[config.mk]
export PLATFORM = sky130hd
export DESIGN_NAME = tpd_core
export DESIGN_NICKNAME = d
export VERILOG_FILES = /design/src/hdl/tpd_pkg.sv /design/src/hdl/tpd_core.sv
export SDC_FILE = /design/constraint.sdc
export NUM_CORES = 1
export LEC_CHECK = 0
export ABC_CLOCK_PERIOD_IN_PS = 27300
export BUFFER_PORTS_ARGS = -buffer_cell sky130_fd_sc_hd__buf_4
export CORE_ASPECT_RATIO = 1.25
export CORE_MARGIN = 2
export CORE_UTILIZATION = 25
export CTS_CLUSTER_SIZE = 30
export DETAILED_ROUTE_END_ITERATION = 7
export SLEW_MARGIN = 20
export SYNTH_ARGS = -nofsm -noshare
export SYNTH_HDL_FRONTEND = slang
export SYNTH_SLANG_ARGS = --single-unit
[constraint.sdc]
create_clock -name clk -period 27.3 [get_ports clk]
set_input_delay 4.095 -clock clk [delete_from_list [all_inputs] [get_ports clk]]
set_output_delay 4.095 -clock clk [all_outputs]
set_load 0.005 [all_outputs]
[src/hdl/tpd_pkg.sv]
// Package for the touch presence detector: widths, reset values, register
// codes and the item record passed from the input stage to the core.
// No dependencies.
package tpd_pkg;

    localparam int SAMPLE_W  = 22;   // raw reading and baseline width
    localparam int CNT_W     = 4;    // streak/calibration counters and remainders
    localparam int REM_SUM_W = CNT_W + 1;
    localparam int RATIO_W   = 16;   // unsigned Q0.16
    localparam int CFG_IDX_W = 1;

    localparam int CAL_SAMPLES_DEF = 10;
    localparam int LOW_STREAK_DEF  = 10;
    localparam int RAW_BITS_DEF    = 22;

    localparam logic [RATIO_W-1:0] ACTIVE_RATIO_RST = 16'd13107;  // 0.20
    localparam logic [RATIO_W-1:0] HYSTERESIS_RST   = 16'd3277;   // 0.05

    typedef enum logic [CFG_IDX_W-1:0] {
        REG_ACTIVE_RATIO = 1'b0,
        REG_HYSTERESIS   = 1'b1
    } cfg_reg_t;

    // Sample pre-split into quotient and remainder by both averaging lengths
    typedef struct packed {
        logic [SAMPLE_W-1:0] raw;
        logic                ok;
        logic [SAMPLE_W-1:0] cal_q;
        logic [CNT_W-1:0]    cal_r;
        logic [SAMPLE_W-1:0] ls_q;
        logic [CNT_W-1:0]    ls_r;
    } tpd_item_t;

endpackage

[src/hdl/tpd_core.sv]
// Detector core: calibration, baseline drift tracking, hysteresis threshold,
// debounce, configuration registers and the result register. Uses tpd_pkg.
module tpd_core #(
    parameter int CAL_SAMPLES = tpd_pkg::CAL_SAMPLES_DEF,
    parameter int LOW_STREAK  = tpd_pkg::LOW_STREAK_DEF
) (
    input  logic                           clk,
    input  logic                           rst_n,
    input  logic                           item_valid,
    input  tpd_pkg::tpd_item_t             item,
    output logic                           item_take,
    input  logic                           cfg_valid,
    output logic                           cfg_ready,
    input  logic [tpd_pkg::CFG_IDX_W-1:0]  cfg_index,
    input  logic [tpd_pkg::RATIO_W-1:0]    cfg_data,
    output logic                           result_valid,
    input  logic                           result_ready,
    output logic                           present,
    output logic                           touch_active,
    output logic                           calibrated,
    output logic [tpd_pkg::SAMPLE_W-1:0]   baseline_out
);

    localparam int SW = tpd_pkg::SAMPLE_W;
    localparam int CW = tpd_pkg::CNT_W;
    localparam int RW = tpd_pkg::RATIO_W;
    localparam int PW = SW + RW;

    logic [RW-1:0] ratio_reg, ratio_next;
    logic [RW-1:0] hyst_reg, hyst_next;

    logic [SW-1:0] baseline_reg, baseline_next;
    logic          cal_done_reg, cal_done_next;
    logic [CW-1:0] cal_cnt_reg, cal_cnt_next;
    logic [SW-1:0] cal_q_reg, cal_q_next;
    logic [CW-1:0] cal_r_reg, cal_r_next;
    logic [CW-1:0] ls_cnt_reg, ls_cnt_next;
    logic [SW-1:0] ls_q_reg, ls_q_next;
    logic [CW-1:0] ls_r_reg, ls_r_next;
    logic          active_reg, active_next;
    logic          prev_reg, prev_next;
    logic          present_reg, present_next;

    logic          res_vld_reg, res_vld_next;
    logic          res_present_reg, res_present_next;
    logic          res_active_reg, res_active_next;
    logic          res_cal_reg, res_cal_next;
    logic [SW-1:0] res_base_reg, res_base_next;

    // Running averages kept as quotient and remainder by the averaging length
    logic [CW-1:0]              cal_cnt_inc;
    logic [tpd_pkg::REM_SUM_W-1:0] cal_rsum;
    logic                       cal_carry;
    logic [CW-1:0]              cal_rnew;
    logic [SW-1:0]              cal_qnew;
    logic [CW-1:0]              ls_cnt_inc;
    logic [tpd_pkg::REM_SUM_W-1:0] ls_rsum;
    logic                       ls_carry;
    logic [CW-1:0]              ls_rnew;
    logic [SW-1:0]              ls_qnew;
    logic                       is_low;
    logic                       ls_full;
    logic [SW-1:0]              base_upd;
    logic [RW-1:0]              ratio_sel;
    logic [PW-1:0]              prod;
    logic [SW-1:0]              delta;
    logic                       act_new;

    assign item_take = item_valid && (!res_vld_reg || result_ready);
    assign cfg_ready = 1'b1;

    always_comb
    begin
        cal_cnt_inc = cal_cnt_reg + CW'(1);
        cal_rsum    = {1'b0, cal_r_reg} + {1'b0, item.cal_r};
        cal_carry   = cal_rsum >= tpd_pkg::REM_SUM_W'(CAL_SAMPLES);
        cal_rnew    = cal_carry ? CW'(cal_rsum - tpd_pkg::REM_SUM_W'(CAL_SAMPLES))
                                : cal_rsum[CW-1:0];
        cal_qnew    = cal_q_reg + item.cal_q + SW'(cal_carry);

        ls_cnt_inc  = ls_cnt_reg + CW'(1);
        ls_rsum     = {1'b0, ls_r_reg} + {1'b0, item.ls_r};
        ls_carry    = ls_rsum >= tpd_pkg::REM_SUM_W'(LOW_STREAK);
        ls_rnew     = ls_carry ? CW'(ls_rsum - tpd_pkg::REM_SUM_W'(LOW_STREAK))
                               : ls_rsum[CW-1:0];
        ls_qnew     = ls_q_reg + item.ls_q + SW'(ls_carry);

        is_low      = (item.raw != '0) && (item.raw < baseline_reg);
        ls_full     = ls_cnt_inc >= CW'(LOW_STREAK);
        base_upd    = (item.ok && is_low && ls_full) ? ls_qnew : baseline_reg;

        // Lower the ratio by the hysteresis while touched, floor at zero
        if (active_reg)
        begin
            ratio_sel = (ratio_reg > hyst_reg) ? ratio_reg - hyst_reg : '0;
        end
        else
        begin
            ratio_sel = ratio_reg;
        end
        prod    = PW'(base_upd) * PW'(ratio_sel);
        delta   = (item.raw > base_upd) ? item.raw - base_upd : '0;
        act_new = delta > prod[PW-1:RW];
    end

    always_comb
    begin
        ratio_next       = ratio_reg;
        hyst_next        = hyst_reg;
        baseline_next    = baseline_reg;
        cal_done_next    = cal_done_reg;
        cal_cnt_next     = cal_cnt_reg;
        cal_q_next       = cal_q_reg;
        cal_r_next       = cal_r_reg;
        ls_cnt_next      = ls_cnt_reg;
        ls_q_next        = ls_q_reg;
        ls_r_next        = ls_r_reg;
        active_next      = active_reg;
        prev_next        = prev_reg;
        present_next     = present_reg;
        res_vld_next     = res_vld_reg;
        res_present_next = res_present_reg;
        res_active_next  = res_active_reg;
        res_cal_next     = res_cal_reg;
        res_base_next    = res_base_reg;

        if (cfg_valid && cfg_ready)
        begin
            unique case (tpd_pkg::cfg_reg_t'(cfg_index))
                tpd_pkg::REG_ACTIVE_RATIO: ratio_next = cfg_data;
                tpd_pkg::REG_HYSTERESIS:   hyst_next  = cfg_data;
                default: ;
            endcase
        end

        if (result_valid && result_ready)
        begin
            res_vld_next = 1'b0;
        end

        if (item_take)
        begin
            if (!cal_done_reg)
            begin
                // Calibration: skip read errors, average the good readings
                if (item.ok)
                begin
                    if (cal_cnt_inc >= CW'(CAL_SAMPLES))
                    begin
                        baseline_next = cal_qnew;
                        cal_done_next = 1'b1;
                        cal_cnt_next  = '0;
                        cal_q_next    = '0;
                        cal_r_next    = '0;
                    end
                    else
                    begin
                        cal_cnt_next = cal_cnt_inc;
                        cal_q_next   = cal_qnew;
                        cal_r_next   = cal_rnew;
                    end
                end
                res_present_next = 1'b0;
                res_active_next  = 1'b0;
                res_cal_next     = cal_done_next;
                res_base_next    = baseline_next;
            end
            else
            begin
                ls_cnt_next = '0;
                ls_q_next   = '0;
                ls_r_next   = '0;
                if (item.ok)
                begin
                    if (is_low && !ls_full)
                    begin
                        ls_cnt_next = ls_cnt_inc;
                        ls_q_next   = ls_qnew;
                        ls_r_next   = ls_rnew;
                    end
                    baseline_next = base_upd;
                    active_next   = act_new;
                end
                // Two equal decisions in a row move presence
                if (active_next != prev_reg)
                begin
                    prev_next = active_next;
                end
                else if (active_next != present_reg)
                begin
                    present_next = active_next;
                end
                res_present_next = present_next;
                res_active_next  = active_next;
                res_cal_next     = 1'b1;
                res_base_next    = baseline_next;
            end
            res_vld_next = 1'b1;
        end
    end

    always_ff @(posedge clk or negedge rst_n)
    begin
        if (!rst_n)
        begin
            ratio_reg    <= tpd_pkg::ACTIVE_RATIO_RST;
            hyst_reg     <= tpd_pkg::HYSTERESIS_RST;
            baseline_reg <= '0;
            cal_done_reg <= 1'b0;
            cal_cnt_reg  <= '0;
            cal_q_reg    <= '0;
            cal_r_reg    <= '0;
            ls_cnt_reg   <= '0;
            ls_q_reg     <= '0;
            ls_r_reg     <= '0;
            active_reg   <= 1'b0;
            prev_reg     <= 1'b0;
            present_reg  <= 1'b0;
            res_vld_reg  <= 1'b0;
        end
        else
        begin
            ratio_reg    <= ratio_next;
            hyst_reg     <= hyst_next;
            baseline_reg <= baseline_next;
            cal_done_reg <= cal_done_next;
            cal_cnt_reg  <= cal_cnt_next;
            cal_q_reg    <= cal_q_next;
            cal_r_reg    <= cal_r_next;
            ls_cnt_reg   <= ls_cnt_next;
            ls_q_reg     <= ls_q_next;
            ls_r_reg     <= ls_r_next;
            active_reg   <= active_next;
            prev_reg     <= prev_next;
            present_reg  <= present_next;
            res_vld_reg  <= res_vld_next;
        end
    end

    always_ff @(posedge clk)
    begin
        res_present_reg <= res_present_next;
        res_active_reg  <= res_active_next;
        res_cal_reg     <= res_cal_next;
        res_base_reg    <= res_base_next;
    end

    assign result_valid = res_vld_reg;
    assign present      = res_present_reg;
    assign touch_active = res_active_reg;
    assign calibrated   = res_cal_reg;
    assign baseline_out = res_base_reg;

endmodule

==> flow_metrics.tcl, run 1 <==
set metrics [dict create \
    run_status "complete, no violations" \
    die_h_um 338 \
    cts_stage_hold_buffer_count 0 \
    synthesis.yosys.warnings 0 \
    place.port_buffers 123 \
    hp-class "reg -> reg" \
    fillCellCount 9372 \
    grt_start_max_net_pins 67 \
    placed_cells_incl_taps 3769 \
    worst_setup_path_startpoint "item[0]" \
    finalCriticalPeriod_ps 15710 \
    design_area_sq_mm 0.0251 \
    grt_usage_pct 16.2 \
    critical_path.max_fanout 11 \
    tritoncts "done" \
    yosys-mux-area-fraction_pct 2.33 \
    fin_setup_tns_ps 0 \
    synth_cells 2530 \
    top_usage_layer "met2" \
    globalRoute.totalOverflow 0 \
    post_cts_buffers 0 \
    drcViolationCount 0 \
    timing.critical_path.required_ps 27680 \
    drt-vias-per-instance 4.82 \
    antenna_cells 0 \
    synth_top_area_share_pct 25.6 \
    met2_track_demand_over_resource_in_global_routing_pct 28.6 \
    synth_cell_type_count 75 \
    setup_repair_after_global_routing_missed_its_margin "no" \
    vias 18300 \
    worstSetupStartpointType "input pin" \
    max_slew_margin_pct 26.2 \
    maximum_buffer_depth_of_the_clock_tree 2 \
    antenna_violations_before_repair 7 \
    drt_pass1_iterations 6 \
    grt_first_pass_wirelength_mm 113 \
    numClockSinks 144 \
    critPathMostFrequentCell "fa_1" \
    synth.largest_area_cell "fa_1" \
    timing_hold_violations_final 0 \
    instances_no_fill 3801 \
    synth_adder_area_share_pct 39.2 \
    maxCapViolations 0 \
    route.final.wire_length_mm 72.9 \
    die_w_um 271 \
    initial_core_util_pct 25.2 \
    dominant_combinational_cell_family_by_area_after_synthesis "adder cells" \
    first_global_vias 19300 \
    cp_slowest_cell "clkinv_1" \
    insertion_delay_ps 490 \
    r2r_start "ls_r_reg[0]" \
    final_nets 3234 \
    setup.worst_path.end_class "flop" \
    worst-slew-pin-transition_ps 1110 \
    drv_slew 0 \
    mostFrequentLayoutCell "inv_1" \
    depth_of_the_cts_h_tree 4 \
    timing.final.setup_violations 0 \
    syn_nets 3154 \
    postSynthRegisterBits 144 \
    setup.worst_path.class "in -> reg" \
    syn2layout_area_growth_pct 12.6 \
    io-pin-count 125 \
    asr_flop_ratio_synth_pct 82.6 \
    number_of_flops_mapped_to_enable_cells_by_yosys 25 \
    fmax_mhz 63.6 \
    drt.antenna.violating_nets 0 \
    globalRouteMet1Util_pct 18.4 \
    clkSlewWorstSetupHoldPaths_ps 70 \
    core_sq_mm 0.0884 \
    ys_top_cells_by_area "fa_1 (26%), ha_1 (14%), dfrtp_1 (12%), inv_1 (6.8%), nand2_1 (4.8%)" \
    synth_ff_type "dfrtp_1" \
    detailed_place_hpwl_mm 58.4 \
    layout_worst_path_cycle_share_pct 57.6 \
    post_route_cells_drive_above_1_share_pct 10.1 \
    critPathMaxStageDelay_ps 570 \
    area_of_the_die_sq_mm 0.0914 \
    part_of_the_yosys_area_used_for_sequential_elements_pct 16.8 \
    placement.cell_area_sq_mm 0.0245 \
    avgSynthCellArea_sq_um 8.80 \
    initialDrtViolationCount 985 \
    layout.cells.most_common_list "inv_1 (400), fa_1 (285), nand2_1 (284)" \
    groute.layer.met3.usage_pct 2.98 \
    floorplan.rows 122 \
    critPathArrivalTime_ps 16100 \
    detail_route.wl_per_cell_um 19.2 \
    fin_skew_ps 13.6 \
    synth_xor_area_share_pct 3.62 \
    synth_compound_area_share_pct 15.3 \
    cts.repair.resized 0 \
    weighted_congestion_reported_at_the_end_of_routability_driven_placement 0.920 \
    hold_start "cal_q_reg[0]" \
    clock-root-buffer "clkbuf_16" \
    synth_simple_gate_area_share_pct 14.0 \
    netlist_area_sq_mm 0.0223 \
    inserted_clock_buffers 17 \
]
==> kinds of logic (layout without fill, tap and decap cells) <==
family,count (synthesis),in the layout
other cells,1,1
xor+xnor,92,92
flops,144,144
compound gates,506,506
mux,47,47
simple gates,706,706
buf+inv,507,600
fa+ha+maj,527,527
==> path summary, 6_finish.rpt <==
path | slack (ps) | endpoint | depth (start not counted)
setup / recovery | 11590 | present_reg | 48
hold / removal | 480 | cal_q_reg[0] | 2
setup reg to reg | 14910 | present_reg | 47
hold reg to reg | 480 | cal_q_reg[0] | 2
max in group asynchronous | 22380 | cal_q_reg[20] | 2
min in group asynchronous | 3560 | ls_cnt_reg[2] | 1
==> final cells by class <==
type	instances	area [sq um]	share of cell area (%)
inverters	418	1570	6.26
repair buffers	150	1130	4.51
well taps	1178	1470	5.88
clock inverters	14	133	0.529
clock buffers	18	429	1.71
flip-flops and latches	144	3750	14.9
multi-input cells	1879	16600	66.2
==> synth_stat cells (all sizes together), types with 16 or more instances <==
cell	n
dfrtp	104
nor3	30
fa	285
nand2	284
and2	28
nor2b	16
xnor2	66
nand3	20
ha	242
o21ai	103
xor2	26
o21a	19
a21o	84
a21oi	107
mux2	38
nand4	26
a22o	48
nor2	221
inv	407
nand2b	23
edfxtp	25
a31oi	19
clkbuf	74
a211oi	20
==> routing by layer <==
metal	wire length [um]	up-vias
li1	-	8509
met1	28500	9087
met2	36000	527
met3	3940	171
met4	4320	14
met5	80	-
==> critical path, delay by kind of cell <==
kind | cells | cell delay (ps)
AO/OA/AOI/OAI | 20 | 4530
buffers and inverters | 6 | 910
XOR/XNOR | 3 | 610
AND/OR/NAND/NOR | 7 | 1240
adder cells (fa/ha/maj) | 12 | 4670
==> per-stage QoR <==
step	util [%]	worst slack (ps)	hold WS [ps]
after detailed placement	27.7	11170	466
after global placement	27.7	11410	462
after global routing	28.4	10840	513
final	28.4	11590	479
after floorplan	-	12270	449
after CTS	28.4	11690	482
Power of run 1 is left out: the tool's default activity adds up to more than one toggle a clock period on the data nets, which glitch-free logic cannot reach.
==> run 2: changes to the inputs <==
--- a/config.mk
+++ b/config.mk
@@ -5,7 +5,8 @@
 export SDC_FILE = /design/constraint.sdc
 export NUM_CORES = 1
 export LEC_CHECK = 0
-export ABC_CLOCK_PERIOD_IN_PS = 27300
+export ABC_AREA = 1
+export ABC_CLOCK_PERIOD_IN_PS = 13800
 export BUFFER_PORTS_ARGS = -buffer_cell sky130_fd_sc_hd__buf_4
 export CORE_ASPECT_RATIO = 1.25
 export CORE_MARGIN = 2
==> constraint.sdc (replaced) <==
create_clock -name clk -period 13.8 [get_ports clk]
set_input_delay 2.07 -clock clk [delete_from_list [all_inputs] [get_ports clk]]
set_output_delay 2.07 -clock clk [all_outputs]
set_load 0.005 [all_outputs]
==> flow_metrics.tcl, run 2 <==
set metrics [dict create \
    hold_start "cal_r_reg[0]" \
    finalCriticalPeriod_ps 12850 \
    worstSetupStartpointType "input pin" \
    hp-class "reg -> reg" \
    synth_ff_type "dfrtp_1" \
    critPathMaxStageDelay_ps 610 \
    depth_of_the_cts_h_tree 4 \
    fmax_mhz 77.8 \
    die_h_um 339 \
    setup.worst_path.end_class "flop" \
    drcViolationCount 0 \
    mostFrequentLayoutCell "nand2_1" \
    asr_flop_ratio_synth_pct 82.6 \
    first_global_vias 20700 \
    area_of_the_die_sq_mm 0.0923 \
    part_of_the_yosys_area_used_for_sequential_elements_pct 16.7 \
    syn_nets 3486 \
    grt_first_pass_wirelength_mm 119 \
    instances_no_fill 4160 \
    timing.critical_path.required_ps 14030 \
    timing_hold_violations_final 0 \
    critPathMostFrequentCell "fa_1" \
    hold-path-cell-count 2 \
    synth_cell_type_count 60 \
    die_w_um 272 \
    initial_core_util_pct 25.3 \
    critPathArrivalTime_ps 13080 \
    placed_cells_incl_taps 4128 \
    antenna_cells 0 \
    ys_top_cells_by_area "fa_1 (25%), ha_1 (13%), dfrtp_1 (12%), nand2_1 (10%), inv_1 (8.6%)" \
    critical_path.top_delay_family "adder cells" \
    synth_most_common_cell "nand2_1" \
    insertion_delay_ps 480 \
    clock-root-buffer "clkbuf_16" \
    antenna_violations_before_repair 0 \
    vias 19800 \
    worst-slew-pin-transition_ps 1150 \
    drt.antenna.violating_nets 0 \
    tritoncts "done" \
    synth_top_area_share_pct 25.4 \
    numClockSinks 144 \
    setup_repair_after_global_routing_missed_its_margin "no" \
    inserted_clock_buffers 17 \
    place.port_buffers 123 \
    weighted_congestion_reported_at_the_end_of_routability_driven_placement 0.953 \
    crit_buf_inv 7 \
    final_nets 3593 \
    layout.cells.most_common_list "nand2_1 (625), inv_1 (517), nor2_1 (286)" \
    synthesis.yosys.warnings 0 \
    synth_cells 2862 \
    holdPathEnd "cal_r_reg[0]" \
    grt_start_max_net_pins 69 \
    layout_worst_path_cycle_share_pct 93.1 \
    timing.final.setup_violations 0 \
    drt-vias-per-instance 4.75 \
    drv_slew 0 \
    globalRoute.totalOverflow 0 \
    dp_slack_ps 471 \
    run_status "complete, no violations" \
    route.final.wire_length_mm 77.3 \
    synth.largest_area_cell "fa_1" \
    sequential_cell_area_sq_mm 0.00375 \
    clkSlewWorstSetupHoldPaths_ps 60 \
    multi_input_area_sq_mm 0.0164 \
    fillCellCount 9695 \
    detailed_place_hpwl_mm 63.8 \
    fin_setup_tns_ps 0 \
    r2r_start "ls_r_reg[0]" \
    netlist_area_sq_mm 0.0225 \
    critical_path.max_fanout 8 \
    fin_skew_ps 15.8 \
    number_of_flops_mapped_to_enable_cells_by_yosys 25 \
    io-pin-count 125 \
    floorplan.rows 122 \
    max_slew_margin_pct 23.2 \
    syn2layout_area_growth_pct 13.3 \
    post-route-util_pct 28.7 \
    core_sq_mm 0.0888 \
    worstRegToRegCells 49 \
    avgSynthCellArea_sq_um 7.85 \
    postLayoutSetupSlackWorst_ps 954 \
    grt_usage_pct 16.8 \
    maxCapViolations 0 \
    regToRegEndpoint "present" \
    post_route_cells_drive_above_1_share_pct 8.82 \
    detail_route.wl_per_cell_um 18.6 \
    initialDrtViolationCount 1359 \
    r2r_slack_ps 2250 \
    maximum_buffer_depth_of_the_clock_tree 2 \
    postSynthRegisterBits 144 \
    synth.top_cells.by_count "nand2_1 (625), inv_1 (517), nor2_1 (286)" \
    cp_slowest_cell "fa_1" \
    drt_pass1_iterations 5 \
    setup.worst_path.class "in -> reg" \
]
run 2: cell count changes after synthesis, moves of 37 or more:
cell,change
nand2_1,+341
inv_1,+116
a21o_1,-76
o21ai_0,+74
nor2_1,+65
a21oi_1,+45
mux2_2,-38
a22o_1,-37
run 2: tightest hold or removal path, stage by stage, from the launching register on:
cell and delay [ps]:
dfrtp_1 340, nand2_1 50, o21ai_0 60
run 2: per-layer routing:
metal  track usage, %  part of all wire, %
met1             18.9                   38
met2             30.2                   50
met3             2.60                  5.5
met4             9.08                  5.8
met5                0                    0
run 2: repair_timing:
action / CTS / global route
gates resized for setup: 0 / 1
setup buffers: 0 / 0
endpoints found under the setup margin: 0 / 1
hold buffers: 0 / 0
run 2: cells by family (layout without fill, tap and decap cells):
| family | count (synthesis) | count (layout) | synth area share (%) |
|---|---|---|---|
| AND/OR/NAND/NOR | 1029 | 1029 | 18.3 |
| buffers and inverters | 607 | 727 | 10.3 |
| AO/OA/AOI/OAI | 462 | 462 | 12.3 |
| flip-flops | 144 | 144 | 16.7 |
| other | 1 | 1 | 0.0167 |
| XOR/XNOR | 91 | 91 | 3.58 |
| adder cells (fa/ha/maj) | 528 | 528 | 38.9 |
run 2: stage by stage:
step	instance area [sq um]	hold slack [ps]
final	25500	488
after global routing	25500	508
after CTS	25500	494
after detailed placement	24800	478
after global placement	24800	469
after floorplan	22500	453
run 2: final cells by class:
| type | instances | share of cell area [%] |
|---|---|---|
| multi-input cells | 2111 | 64.5 |
| well taps | 1178 | 5.79 |
| flip-flops and latches | 144 | 14.7 |
| inverters | 540 | 7.96 |
| repair buffers | 155 | 4.59 |
| clock inverters | 14 | 0.737 |
| clock buffers | 18 | 1.69 |
run 2: how the worst max path moves through the flow:
stage	from	end	slack, ps	cells past startpoint
after detailed placement	item[0]	present	470	55
after floorplan	item[0]	present	2010	53
after global routing	item[0]	present	80	55
after CTS	item[0]	present	980	55
final	item[0]	present	950	50
after global placement	item[0]	present	660	49
Power of run 2 is left out for the same reason.
